`src/rtl/core/dehc_pkg.sv`:
```
// -----------------------------------------------------------------------------
// Directory existence hash cache package
// Types, sizes and codes shared by the cache modules.
// -----------------------------------------------------------------------------
package dehc_pkg;

  localparam int TABLE_ENTRIES = 512;
  localparam int KEY_BYTES     = 128;
  localparam int SLOT_W        = $clog2(TABLE_ENTRIES);
  localparam int KIDX_W        = $clog2(KEY_BYTES);
  localparam int POS_W         = 16;

  localparam logic [31:0] FNV_BASIS = 32'd2166136261;
  localparam logic [31:0] FNV_PRIME = 32'd16777619;
  localparam logic [7:0]  SLASH     = 8'h2F;

  localparam logic OP_PATH  = 1'b0;
  localparam logic OP_CLEAR = 1'b1;

  localparam logic [1:0] MARK_EMPTY   = 2'd0;
  localparam logic [1:0] MARK_EXISTS  = 2'd1;
  localparam logic [1:0] MARK_MISSING = 2'd2;

  localparam logic [1:0] OUT_HIT     = 2'd0;
  localparam logic [1:0] OUT_STORED  = 2'd1;
  localparam logic [1:0] OUT_FULL    = 2'd2;
  localparam logic [1:0] OUT_NOCACHE = 2'd3;

  typedef struct packed {
    logic       opcode;
    logic [7:0] path_byte;
    logic       last_byte;
    logic       card_says_dir;
  } req_t;

  typedef struct packed {
    logic        might_exist;
    logic [1:0]  outcome;
    logic [31:0] hit_total;
    logic [31:0] miss_total;
    logic [31:0] overflow_total;
  } rsp_t;

  typedef struct packed {
    logic              go;
    logic              cacheable;
    logic [KIDX_W-1:0] dlen;
    logic [31:0]       hash;
  } job_t;

  typedef struct packed {
    logic              we;
    logic [KIDX_W-1:0] addr;
    logic [7:0]        data;
  } pbw_t;

endpackage

```
`src/rtl/core/dehc_front.sv`:
```
// -----------------------------------------------------------------------------
// Path front end
// Hashes path bytes with FNV-1a and tracks the prefix before the last slash.
// -----------------------------------------------------------------------------
module dehc_front (
  input  logic              clk,
  input  logic              rst,
  input  logic              take,
  input  logic [7:0]        path_byte,
  input  logic              last_byte,
  output dehc_pkg::job_t    job,
  output dehc_pkg::pbw_t    pbw
);

  logic [31:0]                 hash;
  logic [31:0]                 prefix;
  logic [dehc_pkg::POS_W-1:0]  pos;
  logic [dehc_pkg::POS_W-1:0]  lsp;
  logic                        seen;

  logic                        slash;
  logic [31:0]                 prefix_next;
  logic [dehc_pkg::POS_W-1:0]  lsp_next;
  logic                        seen_next;
  logic [31:0]                 hash_next;

  always_comb begin
    slash       = (path_byte == dehc_pkg::SLASH);
    prefix_next = slash ? hash : prefix;
    lsp_next    = slash ? pos : lsp;
    seen_next   = slash | seen;
    hash_next   = (hash ^ {24'd0, path_byte}) * dehc_pkg::FNV_PRIME;
    job.go        = take & last_byte;
    job.cacheable = seen_next && (lsp_next != '0) &&
                    (lsp_next < dehc_pkg::POS_W'(dehc_pkg::KEY_BYTES));
    job.dlen      = lsp_next[dehc_pkg::KIDX_W-1:0];
    job.hash      = prefix_next;
    pbw.we   = take && (pos < dehc_pkg::POS_W'(dehc_pkg::KEY_BYTES));
    pbw.addr = pos[dehc_pkg::KIDX_W-1:0];
    pbw.data = path_byte;
  end

  always_ff @(posedge clk) begin
    if (rst) begin
      hash   <= dehc_pkg::FNV_BASIS;
      prefix <= '0;
      pos    <= '0;
      lsp    <= '0;
      seen   <= 1'b0;
    end else if (take) begin
      if (last_byte) begin
        hash   <= dehc_pkg::FNV_BASIS;
        prefix <= '0;
        pos    <= '0;
        lsp    <= '0;
        seen   <= 1'b0;
      end else begin
        hash   <= hash_next;
        prefix <= prefix_next;
        lsp    <= lsp_next;
        seen   <= seen_next;
        if (pos != '1) begin
          pos <= pos + 1'b1;
        end
      end
    end
  end

endmodule

```
`config.mk`:
```
export PLATFORM = sky130hd
export DESIGN_NAME = dehc_front
export DESIGN_NICKNAME = d
export VERILOG_FILES = /design/src/rtl/core/dehc_pkg.sv /design/src/rtl/core/dehc_front.sv
export SDC_FILE = /design/constraint.sdc
export NUM_CORES = 1
export LEC_CHECK = 0
export ABC_CLOCK_PERIOD_IN_PS = 5700
export BUFFER_PORTS_ARGS = -buffer_cell sky130_fd_sc_hd__buf_2
export CORE_MARGIN = 4
export CORE_UTILIZATION = 30
export DETAILED_ROUTE_END_ITERATION = 16
export GPL_TIMING_DRIVEN = 0
export PLACE_DENSITY = 0.53
export SLEW_MARGIN = 5
export SYNTH_ARGS = -nofsm -noshare
export SYNTH_HDL_FRONTEND = slang
export SYNTH_SLANG_ARGS = --single-unit
```
`constraint.sdc`:
```
create_clock -name clk -period 5.7 [get_ports clk]
set_input_delay 1.14 -clock clk [delete_from_list [all_inputs] [get_ports clk]]
set_output_delay 1.14 -clock clk [all_outputs]
set_load 0.1 [all_outputs]
```
## Word level (Yosys, flattened, before mapping)

Index checks and enable logic that the tools add are counted.

| storage, ports and cells | value |
|---|---|
| output and inout port bits | 57 |
| input port bits | 12 |
| logic and storage cells | 28 |
| bits in registers | 97 |

| operators by class | value |
|---|---|
| mux-type cells | 8 |
| eq/ne operators | 2 |
| bitwise gates (word level) | 3 |
| reductions and logical operators | 6 |
| multiply operators | 1 |
| $add $sub $neg | 1 |
| order comparisons | 2 |

Operators with widths:

| operator | number |
|---|---|
| 2-to-1 mux 32 bit | 3 |
| 2-to-1 mux 16 bit | 4 |
| less-than comparator 16 x 8 -> 1 bit (second input constant) | 2 |
| multiplier 32 x 25 -> 32 bit (second input constant) | 1 |
| XOR 32 x 8 -> 32 bit | 1 |
| adder 16 x 1 -> 16 bit (second input constant) | 1 |
| inequality test 16 bit (second input constant) | 1 |
| nonzero test 16 bit | 1 |
| == test 8 x 6 -> 1 bit (second input constant) | 1 |
| logical AND 1 bit | 3 |
| AND reduction 2 bit | 1 |
| nonzero test 2 bit | 1 |
| bitwise AND 1 bit | 1 |
| 2-to-1 mux 1 bit | 1 |
| bitwise OR 1 bit | 1 |

## Logic depth before layout (Yosys ltp)

Gate-level depths: netlist of run 1.

| depth | value |
|---|---|
| word-level depth | 5 |
| mapped depth | 21 |
| depth with buffers taken out | 21 |

## Worst setup path after synthesis of run 1

Ideal clock, no wire load.

| timing | value |
|---|---|
| path kind | input to register |
| start | input port path_byte[7] |
| end | register hash[26] |
| arrival time | 5.760 ns |
| library setup time | 0.119 ns |
| stages on the path | 20 |
| path slack | -0.179 ns |
| path buffers | 0 |
| required time | 5.581 ns |
| cell sequence | xnor2_1 -> inv_1 -> ha_1 -> ha_1 -> fa_1 -> ha_1 -> fa_1 -> ha_1 -> inv_1 -> fa_1 -> inv_1 -> ha_1 -> a21o_1 -> a21o_1 -> a21o_1 -> a211oi_4 -> a21oi_4 -> a311oi_2 -> xor2_1 -> o21ai_1 |

| between the ends | value |
|---|---|
| cells in the longest elaborated chain, start to end | 3 |

RTL lines:

| what | line | source |
|---|---|---|
| from (decl) | dehc_front.sv:9 | `input logic [7:0] path_byte,` |
| XOR 32 x 8 -> 32 bit | dehc_front.sv:32 | `hash_next = (hash ^ {24'd0, path_byte}) * dehc_pkg::FNV_PRIME;` |
| multiplier 32 x 25 -> 32 bit | dehc_front.sv:32 |  |
| 2-to-1 mux 32 bit | dehc_front.sv:51 | `if (last_byte) begin` |
| to (signal assigned) | dehc_front.sv:45 | `hash <= dehc_pkg::FNV_BASIS;` |
| to (signal assigned) | dehc_front.sv:52 | `hash <= dehc_pkg::FNV_BASIS;` |
| to (signal assigned) | dehc_front.sv:58 | `hash <= hash_next;` |
| to (decl) | dehc_front.sv:15 | `logic [31:0] hash;` |

No other way between the ends.
A chain may end at the register's enable or synchronous reset.

## Final worst setup path of run 1

| timing | value |
|---|---|
| start | input port path_byte[6] |
| end | register hash[30] |

The elaborated chain is that of the path after synthesis.

==> flow_summary.yaml, run 1 <==
outcome:
  outcome: "finished, final reports clean"
global_routing:
  grt_pass1_wl_um: 41800
  track_usage_pct: 14.8
  grt_max_degree: 18
  number_of_antenna_violations_at_the_first_check_in_global_routing: 0
  grt_pass1_vias: 7722
  grt_overflow: 0
critical_path:
  worstPathRequired_ns: 6.00
  worst-path-max-fanout: 5
  crit_path_end_kind: "flip-flop"
  timing.critical_path.from_type: "primary input"
  timing_worst_setup_path_type: "in2reg"
  worstPathArrival_ns: 5.86
synthesis:
  yosys_top_cell_area_share_pct: 23.7
  synthDominantAreaCellType: "sky130_fd_sc_hd__ha_1"
  synth_warnings: 0
  post_synth_main_area_contributors: "sky130_fd_sc_hd__ha_1, sky130_fd_sc_hd__dfxtp_1, sky130_fd_sc_hd__fa_1"
  yosys.area_share.adder_pct: 38.8
  synthCells: 1068
  synth-compound-area-share_pct: 10.7
  synth_area_per_cell_um2: 9.19
  synth_mux_area_share_pct: 4.78
  synth.net_count: 1340
  ys.flop_type: "sky130_fd_sc_hd__dfxtp_1"
  yosys_register_bits: 97
  synth-seq-area-share_pct: 19.8
  yosys.cell_count.top_type: "sky130_fd_sc_hd__inv_1"
  netlist-cell-type-count: 66
  mappedNetlistArea_mm2: 0.00981
  synth_enable_flop_cells: 0
  synth_simple_gate_area_share_pct: 10.1
  synth_common_cells: "sky130_fd_sc_hd__inv_1, sky130_fd_sc_hd__ha_1, sky130_fd_sc_hd__nor2_1, sky130_fd_sc_hd__dfxtp_1, sky130_fd_sc_hd__fa_1"
  xor_xnor_portion_of_the_synthesized_cell_area_pct: 5.89
  share_of_synthesized_registers_carrying_an_async_set_or_reset_pct: 0
  dominant_combinational_cell_family_by_area_after_synthesis: "adder cells"
floorplan:
  floorplan.rows: 65
  floorplan.die.width_um: 189
  fp.dieH_um: 189
  initial_core_util_pct: 30.8
  full_die_area_mm2: 0.0357
  core-area_mm2: 0.0319
  num_io_pins: 69
clocking:
  root_buffer: "sky130_fd_sc_hd__clkbuf_16"
  clock_sinks: 97
  clock_latency_ns: 0.35
  cts_buffers: 9
  worst_setup_hold_path_clk_slew_ns: 0.07
  htree_num_levels: 3
  clock_tree_from_tritoncts: "done"
  clock_path_buffers: 2
place:
  routability_cong: 0.825
  port_buffers: 65
  placed_cell_area_mm2: 0.0107
  post-dp-hpwl_um: 20400
  placed_cells_incl_taps: 1568
flow_run:
  drv_cap: 0
sta:
  totalNegativeSetupSlack_ns: 0
  clock.fmax_mhz: 180
  setup_violations: 0
  post_route_minimum_period_ns: 5.56
  fin_worst_skew_ns: 0.0123
  tightest_slew_ns: 0.856
  report.final.hold_viol_count: 0
  finalCritPeriodShare_pct: 97.6
  relSlewSlack_pct: 42.9
  finalMaxSlewViolations: 0
drt:
  vias: 7462
  initialDrtViolationCount: 358
  wirelength_um: 25900
  routed_via_density: 4.64
  final_antenna_net_count: 0
  wire_per_inst_um: 16.1
  drc: 0
  first_pass_iters: 4
final_layout:
  number_of_non_filler_instances_in_the_completed_layout: 1609
  num_antenna_cells: 0
  final.fill_count: 3294
  fin_nets: 1441
  drive_gt1_share_pct: 21.6
  growth_of_design_area_from_synthesis_to_finish_pct: 21.2
  post-route-cell-area_mm2: 0.0119
  final_util_pct: 37.3
worst_hold_path:
  timing.hold.worst.class: "reg2reg"
-- per-stage QoR --
stage	hold slack (ns)	setup WS [ns]
floorplan	0.429	-0.0321
global placement	0.455	-0.995
detailed placement	0.464	-1.01
CTS	0.484	-0.0128
global route	0.532	-0.0272
finish	0.485	0.137
-- area by class of cell --
| type | instances | area (µm²) | area share, % |
|---|---|---|---|
| Buffer | 44 | 241 | 2.03 |
| Timing Repair Buffer | 91 | 561 | 4.71 |
| Clock inverter | 5 | 47.5 | 0.400 |
| Clock buffer | 11 | 243 | 2.04 |
| Sequential cell | 97 | 1950 | 16.4 |
| Inverter | 194 | 728 | 6.13 |
| Tap cell | 435 | 544 | 4.58 |
| Multi-Input combinational cell | 732 | 7570 | 63.7 |
-- registers in the layout (all words and copies together), names as in the netlist --
register and flops:
hash 32, prefix 32, lsp 16, pos 16, seen 1
-- layer usage --
metal | GRT usage (%) | vias to the layer above | part of all wire (%) | wire length (µm)
li1 | - | 3723 | - | -
met2 | 25.2 | 102 | 48 | 12400
met5 | 0 | - | 0 | 0
met1 | 20.0 | 3608 | 47 | 12000
met4 | 3.36 | 0 | 2.0 | 515
met3 | 1.91 | 29 | 3.5 | 900
-- placed cells by master, fill, tap and decap left out, types with 3 or more instances in the layout --
master and count:
sky130_fd_sc_hd__fa_1 70, sky130_fd_sc_hd__xnor2_1 31, sky130_fd_sc_hd__a211o_1 3, sky130_fd_sc_hd__buf_2 64, sky130_fd_sc_hd__nand3_1 14, sky130_fd_sc_hd__ha_4 28, sky130_fd_sc_hd__dfxtp_2 5, sky130_fd_sc_hd__clkbuf_1 24
sky130_fd_sc_hd__fa_2 4, sky130_fd_sc_hd__nor2b_1 5, sky130_fd_sc_hd__nor2_1 103, sky130_fd_sc_hd__buf_4 40, sky130_fd_sc_hd__nand2_1 35, sky130_fd_sc_hd__mux2_2 39, sky130_fd_sc_hd__mux2i_1 3, sky130_fd_sc_hd__clkbuf_16 9
sky130_fd_sc_hd__nand4_1 7, sky130_fd_sc_hd__a21oi_4 4, sky130_fd_sc_hd__o21a_1 6, sky130_fd_sc_hd__a22oi_1 50, sky130_fd_sc_hd__nor3_1 9, sky130_fd_sc_hd__nand2b_1 9, sky130_fd_sc_hd__o21bai_1 3, sky130_fd_sc_hd__a21o_1 8
sky130_fd_sc_hd__o21ai_1 5, sky130_fd_sc_hd__o21ai_0 22, sky130_fd_sc_hd__ha_2 5, sky130_fd_sc_hd__buf_6 5, sky130_fd_sc_hd__and3_1 4, sky130_fd_sc_hd__a21oi_1 26, sky130_fd_sc_hd__xor2_4 9, sky130_fd_sc_hd__dfxtp_1 91
sky130_fd_sc_hd__xor2_1 24, sky130_fd_sc_hd__inv_1 187, sky130_fd_sc_hd__inv_2 7, sky130_fd_sc_hd__and4_1 3, sky130_fd_sc_hd__and2_1 4, sky130_fd_sc_hd__ha_1 153
-- critical path: stages --
cell                       delay, ns
sky130_fd_sc_hd__buf_4          0.14
sky130_fd_sc_hd__xor2_4         0.16
sky130_fd_sc_hd__buf_12         0.15
sky130_fd_sc_hd__buf_6          0.10
sky130_fd_sc_hd__buf_4          0.17
sky130_fd_sc_hd__ha_4           0.22
sky130_fd_sc_hd__fa_2           0.41
sky130_fd_sc_hd__ha_4           0.18
sky130_fd_sc_hd__fa_1           0.47
sky130_fd_sc_hd__ha_1           0.29
sky130_fd_sc_hd__inv_1          0.05
sky130_fd_sc_hd__fa_1           0.52
sky130_fd_sc_hd__inv_1          0.06
sky130_fd_sc_hd__ha_4           0.27
sky130_fd_sc_hd__nand4_1        0.20
sky130_fd_sc_hd__o21ba_4        0.29
sky130_fd_sc_hd__a21oi_4        0.14
sky130_fd_sc_hd__a211oi_4       0.07
sky130_fd_sc_hd__a21oi_4        0.26
sky130_fd_sc_hd__nand4_1        0.18
sky130_fd_sc_hd__a211o_1        0.32
sky130_fd_sc_hd__nand3_1        0.06
-- timing repair --
item                       CTS  global route
setup buffers               10            16
gates cloned                 0             0
gates resized for setup     35            64
hold buffers                 0             0
pin swaps                    8            49
setup endpoints to repair   18            14
-- worst paths after layout --
| check | from | to | slack (ns) | depth (start not counted) |
|---|---|---|---|---|
| max | path_byte[6] | hash[30] | 0.14 | 22 |
| max reg2reg | hash[18] | hash[31] | 0.19 | 20 |
| min | seen | seen | 0.49 | 2 |
| min reg2reg | seen | seen | 0.49 | 2 |
-- logic make-up (layout without fill, tap and decap cells) --
kind of cell | after synthesis | in the layout
compound gates | 151 | 151
fa+ha+maj | 260 | 260
simple gates | 213 | 213
buf+inv | 239 | 345
mux | 42 | 42
flops | 97 | 97
xor+xnor | 66 | 66
Power of run 1 is not shown: default switching activity piles up to over one toggle a cycle in this logic, so the estimate is an artifact.
==> run 2: changes to the inputs <==
REMOVE_ABC_BUFFERS = 1   (was not set)
==> flow_summary.yaml, run 2 (synthesis gave the netlist of run 1 again) <==
clocking:
  hold_fix_buffer_count_after_cts: 0
  cts_buffers: 9
  worst_setup_hold_path_clk_slew_ns: 0.08
  clock_tree_from_tritoncts: "done"
  clock_sinks: 97
  clock_path_buffers: 2
  htree_num_levels: 3
  root_buffer: "sky130_fd_sc_hd__clkbuf_16"
  clock_latency_ns: 0.36
floorplan:
  full_die_area_mm2: 0.0357
  core-area_mm2: 0.0319
  floorplan.rows: 65
  fp.dieH_um: 189
  floorplan.die.width_um: 189
  initial_core_util_pct: 30.8
  num_io_pins: 69
critical_path:
  crit_path_end_kind: "flip-flop"
  startpoint: "path_byte[7]"
  critPathMaxStageDelay_ns: 0.54
  path_cells: "buf_2 -> xnor2_2 -> inv_2 -> ha_4 -> ha_4 -> fa_2 -> ha_4 -> fa_1 -> ha_1 -> inv_1 -> fa_1 -> inv_1 -> ha_4 -> a21o_1 -> a21o_1 -> a21o_1 -> a211oi_4 -> a21oi_4 -> a311oi_2 -> xor2_1 -> o21ai_1"
  timing.critical_path.from_type: "primary input"
  worst-path-max-fanout: 5
  cpMostUsedCell: "sky130_fd_sc_hd__ha_4"
  worstPathRequired_ns: 5.93
  critPathSlowestCell: "sky130_fd_sc_hd__fa_1"
  worstPathArrival_ns: 5.82
  timing.critical_path.buf_inv: 4
  timing_worst_setup_path_type: "in2reg"
  regToRegStartpoint: "hash[19]"
  top_cell_family_by_delay_on_the_critical_path: "adder cells"
sta:
  unrepaired_setup_endpoints_after_global_routing: "yes"
  finalCritPeriodShare_pct: 98.0
  fin_worst_skew_ns: 0.0135
  setup_violations: 0
  finalMaxSlewViolations: 0
  tightest_slew_ns: 1.20
  post_route_minimum_period_ns: 5.58
  clock.fmax_mhz: 179
  relSlewSlack_pct: 19.5
  report.final.hold_viol_count: 0
place:
  routability_cong: 0.804
  post-dp-hpwl_um: 18900
  port_buffers: 68
global_routing:
  grt_pass1_wl_um: 40100
  grt_max_degree: 64
  grt_pass1_vias: 7519
  track_usage_pct: 14.0
  number_of_antenna_violations_at_the_first_check_in_global_routing: 0
  grt_overflow: 0
final_layout:
  num_antenna_cells: 0
  fin_nets: 1400
  final_util_pct: 36.3
  layout_top_registers: "hash: 32 flops, prefix: 32 flops"
  layout_commonest_cell: "sky130_fd_sc_hd__inv_1"
  layout_common_cells: "sky130_fd_sc_hd__inv_1, sky130_fd_sc_hd__ha_1, sky130_fd_sc_hd__nor2_1"
  drive_gt1_share_pct: 20.1
  growth_of_design_area_from_synthesis_to_finish_pct: 18.0
  final.fill_count: 3306
drt:
  drc: 0
  vias: 7334
  final_antenna_net_count: 0
  routed_via_density: 4.68
  wirelength_um: 24700
  initialDrtViolationCount: 262
  first_pass_iters: 4
  wire_per_inst_um: 15.8
worst_hold_path:
  worstHoldStart: "seen"
  timing.hold.worst.class: "reg2reg"
outcome:
  outcome: "finished, final reports clean"
flow_run:
  drv_cap: 0
run 2: final timing paths:
path                    to  slack (ns)  cells after the start
hold reg to reg       seen        0.48                      2
hold / removal        seen        0.48                      2
setup reg to reg  hash[31]        0.23                     20
setup / recovery  hash[26]        0.12                     21
run 2: worst register-to-register path: stages, from the launching register on:
cell and delay [ns]:
sky130_fd_sc_hd__dfxtp_2 0.46, sky130_fd_sc_hd__ha_1 0.28, sky130_fd_sc_hd__ha_1 0.27, sky130_fd_sc_hd__inv_1 0.05
sky130_fd_sc_hd__fa_1 0.53, sky130_fd_sc_hd__inv_1 0.04, sky130_fd_sc_hd__ha_1 0.28, sky130_fd_sc_hd__ha_1 0.34
sky130_fd_sc_hd__fa_1 0.54, sky130_fd_sc_hd__inv_1 0.06, sky130_fd_sc_hd__fa_1 0.53, sky130_fd_sc_hd__inv_1 0.04
sky130_fd_sc_hd__ha_1 0.36, sky130_fd_sc_hd__and4_4 0.28, sky130_fd_sc_hd__and3_1 0.22, sky130_fd_sc_hd__inv_1 0.10
sky130_fd_sc_hd__or4_4 0.44, sky130_fd_sc_hd__o22ai_4 0.16, sky130_fd_sc_hd__o22ai_1 0.13, sky130_fd_sc_hd__xnor2_1 0.17
sky130_fd_sc_hd__a21oi_1 0.08
run 2: per-stage QoR:
step                setup slack, ns  TNS, ns  std cells  cell area [µm²]  hold WS (ns)
global placement              -1.38   -67.09       1526            10500         0.456
finish                        0.116        0       1568            11600         0.480
detailed placement            -1.24   -18.85       1528            10500         0.462
CTS                         0.00114        0       1557            11200         0.482
global route                -0.0698   -0.203       1568            11600         0.538
floorplan                     -1.12    -1.96       1023             9570         0.429
run 2: cell type report:
| class | count | area, µm² | area share (%) |
|---|---|---|---|
| Clock inverter | 7 | 67.6 | 0.584 |
| Multi-Input combinational cell | 732 | 7470 | 64.5 |
| Sequential cell | 97 | 1960 | 16.9 |
| Clock buffer | 9 | 225 | 1.95 |
| Timing Repair Buffer | 94 | 589 | 5.09 |
| Tap cell | 435 | 544 | 4.70 |
| Inverter | 194 | 728 | 6.29 |
run 2: per-layer routing:
metal	track usage, %	vias up	wire, µm
li1	-	3638	-
met1	18.5	3558	11600
met2	23.7	108	11900
met3	1.83	30	669
met4	4.34	0	557
met5	0	-	0
run 2: what timing repair did:
action                     in CTS  in global routing
setup endpoints to repair      18                 15
pin swaps                      11                 24
buffers inserted               13                 11
resized for setup              47                 41
Power of run 2 is left out for the same reason.
==> run 3: changes to the inputs <==
ABC_AREA = 1   (was not set)
SLEW_MARGIN = 15   (was 5)
==> flow_summary.yaml, run 3 <==
critical_path:
  worst-path-max-fanout: 5
  startpoint: "path_byte[3]"
  regToRegStartpoint: "hash[17]"
  crit_path_end_kind: "flip-flop"
  worstPathRequired_ns: 5.94
  timing_worst_setup_path_type: "in2reg"
  timing.critical_path.from_type: "primary input"
  worstPathArrival_ns: 5.75
synthesis:
  synth-seq-area-share_pct: 17.8
  synth_common_cells: "sky130_fd_sc_hd__nand2_1, sky130_fd_sc_hd__inv_1, sky130_fd_sc_hd__ha_1, sky130_fd_sc_hd__a21oi_1, sky130_fd_sc_hd__dfxtp_1"
  yosys.cell_count.top_type: "sky130_fd_sc_hd__nand2_1"
  synthDominantAreaCellType: "sky130_fd_sc_hd__ha_1"
  ys.flop_type: "sky130_fd_sc_hd__dfxtp_1"
  synthCells: 1552
  post_synth_main_area_contributors: "sky130_fd_sc_hd__ha_1, sky130_fd_sc_hd__dfxtp_1, sky130_fd_sc_hd__nand2_1"
  synth_area_per_cell_um2: 7.04
  share_of_synthesized_registers_carrying_an_async_set_or_reset_pct: 0
  synth_enable_flop_cells: 0
  netlist-cell-type-count: 37
  mappedNetlistArea_mm2: 0.0109
  yosys_top_cell_area_share_pct: 21.3
  synth_warnings: 0
  yosys_register_bits: 97
place:
  post-dp-hpwl_um: 23700
  placed_cells_incl_taps: 2033
  port_buffers: 68
  routability_cong: 0.940
  dpl_worst_slack_ns: -0.992
global_routing:
  track_usage_pct: 15.7
  grt_max_degree: 70
  number_of_antenna_violations_at_the_first_check_in_global_routing: 0
  grt_overflow: 0
  grt_pass1_vias: 9548
  grt_pass1_wl_um: 49400
floorplan:
  num_io_pins: 69
  core-area_mm2: 0.0357
  floorplan.rows: 69
  fp.dieH_um: 199
  floorplan.die.width_um: 199
  full_die_area_mm2: 0.0395
  initial_core_util_pct: 30.6
sta:
  totalNegativeSetupSlack_ns: 0
  finalCritPeriodShare_pct: 96.7
  finalMaxSlewViolations: 0
  post_route_minimum_period_ns: 5.51
  clock.fmax_mhz: 181
  tightest_slew_ns: 0.917
  relSlewSlack_pct: 38.7
  setup_violations: 0
  report.final.hold_viol_count: 0
  unrepaired_setup_endpoints_after_global_routing: "yes"
  fin_worst_skew_ns: 0.00907
  worst_slack_ns: 0.188
drt:
  first_pass_iters: 5
  route.layer.met1.wl_um: 14200
  wire_per_inst_um: 14.7
  wirelength_um: 30200
  final_antenna_net_count: 0
  routed_via_density: 4.63
  route.met2.wl_um: 14100
  met3RoutedLength_um: 954
  vias: 9523
  drc: 0
  initialDrtViolationCount: 416
  topRoutingLayerUsed: "met4"
final_layout:
  drive_gt1_share_pct: 9.46
  num_antenna_cells: 0
  layout_commonest_cell: "sky130_fd_sc_hd__nand2_1"
  layout_top_registers: "hash: 32 flops, prefix: 32 flops"
  layout_common_cells: "sky130_fd_sc_hd__nand2_1, sky130_fd_sc_hd__inv_1, sky130_fd_sc_hd__ha_1"
  fin_nets: 1863
  growth_of_design_area_from_synthesis_to_finish_pct: 12.4
  number_of_non_filler_instances_in_the_completed_layout: 2057
clocking:
  clock_latency_ns: 0.36
  clock_sinks: 97
  worst_setup_hold_path_clk_slew_ns: 0.08
  htree_num_levels: 3
  cts_buffers: 9
  clock_path_buffers: 2
  clock_tree_from_tritoncts: "done"
  root_buffer: "sky130_fd_sc_hd__clkbuf_16"
outcome:
  outcome: "finished, final reports clean"
flow_run:
  drv_cap: 0
worst_hold_path:
  timing.hold.worst.class: "reg2reg"
  worstHoldStart: "prefix[18]"
-- run 3: changes by cell type after synthesis, moves of 6 or more --
cell / previous run / this run
sky130_fd_sc_hd__mux2_2: 39 / 0
sky130_fd_sc_hd__inv_1: 192 / 312
sky130_fd_sc_hd__nor2_1: 103 / 70
sky130_fd_sc_hd__nand3_1: 16 / 67
sky130_fd_sc_hd__o21ai_0: 22 / 34
sky130_fd_sc_hd__xor2_1: 34 / 16
sky130_fd_sc_hd__a21oi_1: 30 / 120
sky130_fd_sc_hd__xnor2_1: 32 / 8
sky130_fd_sc_hd__a21o_1: 8 / 2
sky130_fd_sc_hd__a22oi_1: 50 / 0
sky130_fd_sc_hd__nand2b_1: 9 / 0
sky130_fd_sc_hd__nand4_1: 7 / 17
sky130_fd_sc_hd__nand2_1: 35 / 444
-- run 3: stage by stage --
| step | hold WS [ns] | util, % | cell area (µm²) |
|---|---|---|---|
| finish | 0.465 | 34.4 | 12300 |
| floorplan | 0.439 | - | 10600 |
| global placement | 0.451 | 32.4 | 11600 |
| CTS | 0.467 | 33.9 | 12100 |
| global route | 0.485 | 34.4 | 12300 |
| detailed placement | 0.455 | 32.7 | 11700 |
-- run 3: kinds of logic after synthesis --
group                    after synthesis  synth area share, %
XOR/XNOR                              24                 1.92
AND/OR/NAND/NOR                      627                 23.5
flip-flops                            97                 17.8
buffers and inverters                368                 13.4
AO/OA/AOI/OAI                        176                 8.55
adder cells (fa/ha/maj)              260                 34.9
-- run 3: what timing repair did --
| action | in CTS | in global routing |
|---|---|---|
| setup endpoints to repair | 20 | 20 |
| hold buffers | 0 | 0 |
| gates resized for setup | 14 | 34 |
| pin swaps | 0 | 2 |
| buffers inserted | 4 | 4 |
-- run 3: area by class of cell --
type	count	area [µm²]
Multi-Input combinational cell	1087	7770
Fill cell	3935	23500
Inverter	316	1190
Clock inverter	7	72.6
Sequential cell	97	1940
Clock buffer	9	225
Timing Repair Buffer	80	508
Tap cell	461	577
-- run 3: path summary, 6_finish.rpt --
path	slack, ns	cells after the start	endpoint
max	0.19	21	hash[16]
min	0.47	2	prefix[18]
max reg2reg	0.32	23	hash[30]
min reg2reg	0.47	2	prefix[18]
-- run 3: per-layer routing --
layer  up-vias  GRT usage (%)
met3        36           2.51
met4         0           4.81
met2       165           26.7
li1       4899              -
met5         -              0
met1      4423           20.6
-- run 3: worst max-delay path: stages --
cell	delay [ns]
sky130_fd_sc_hd__buf_2	0.19
sky130_fd_sc_hd__xor2_1	0.24
sky130_fd_sc_hd__ha_1	0.27
sky130_fd_sc_hd__ha_1	0.34
sky130_fd_sc_hd__fa_1	0.50
sky130_fd_sc_hd__ha_1	0.21
sky130_fd_sc_hd__fa_1	0.47
sky130_fd_sc_hd__ha_1	0.29
sky130_fd_sc_hd__inv_1	0.05
sky130_fd_sc_hd__fa_1	0.53
sky130_fd_sc_hd__inv_1	0.05
sky130_fd_sc_hd__ha_1	0.37
sky130_fd_sc_hd__nand2_2	0.16
sky130_fd_sc_hd__inv_1	0.07
sky130_fd_sc_hd__a21oi_2	0.21
sky130_fd_sc_hd__nor2_1	0.08
sky130_fd_sc_hd__nor2_1	0.09
sky130_fd_sc_hd__nand2_1	0.08
sky130_fd_sc_hd__or2_2	0.27
sky130_fd_sc_hd__nand3_1	0.07
sky130_fd_sc_hd__a21oi_1	0.06
Power of run 3 is left out for the same reason.
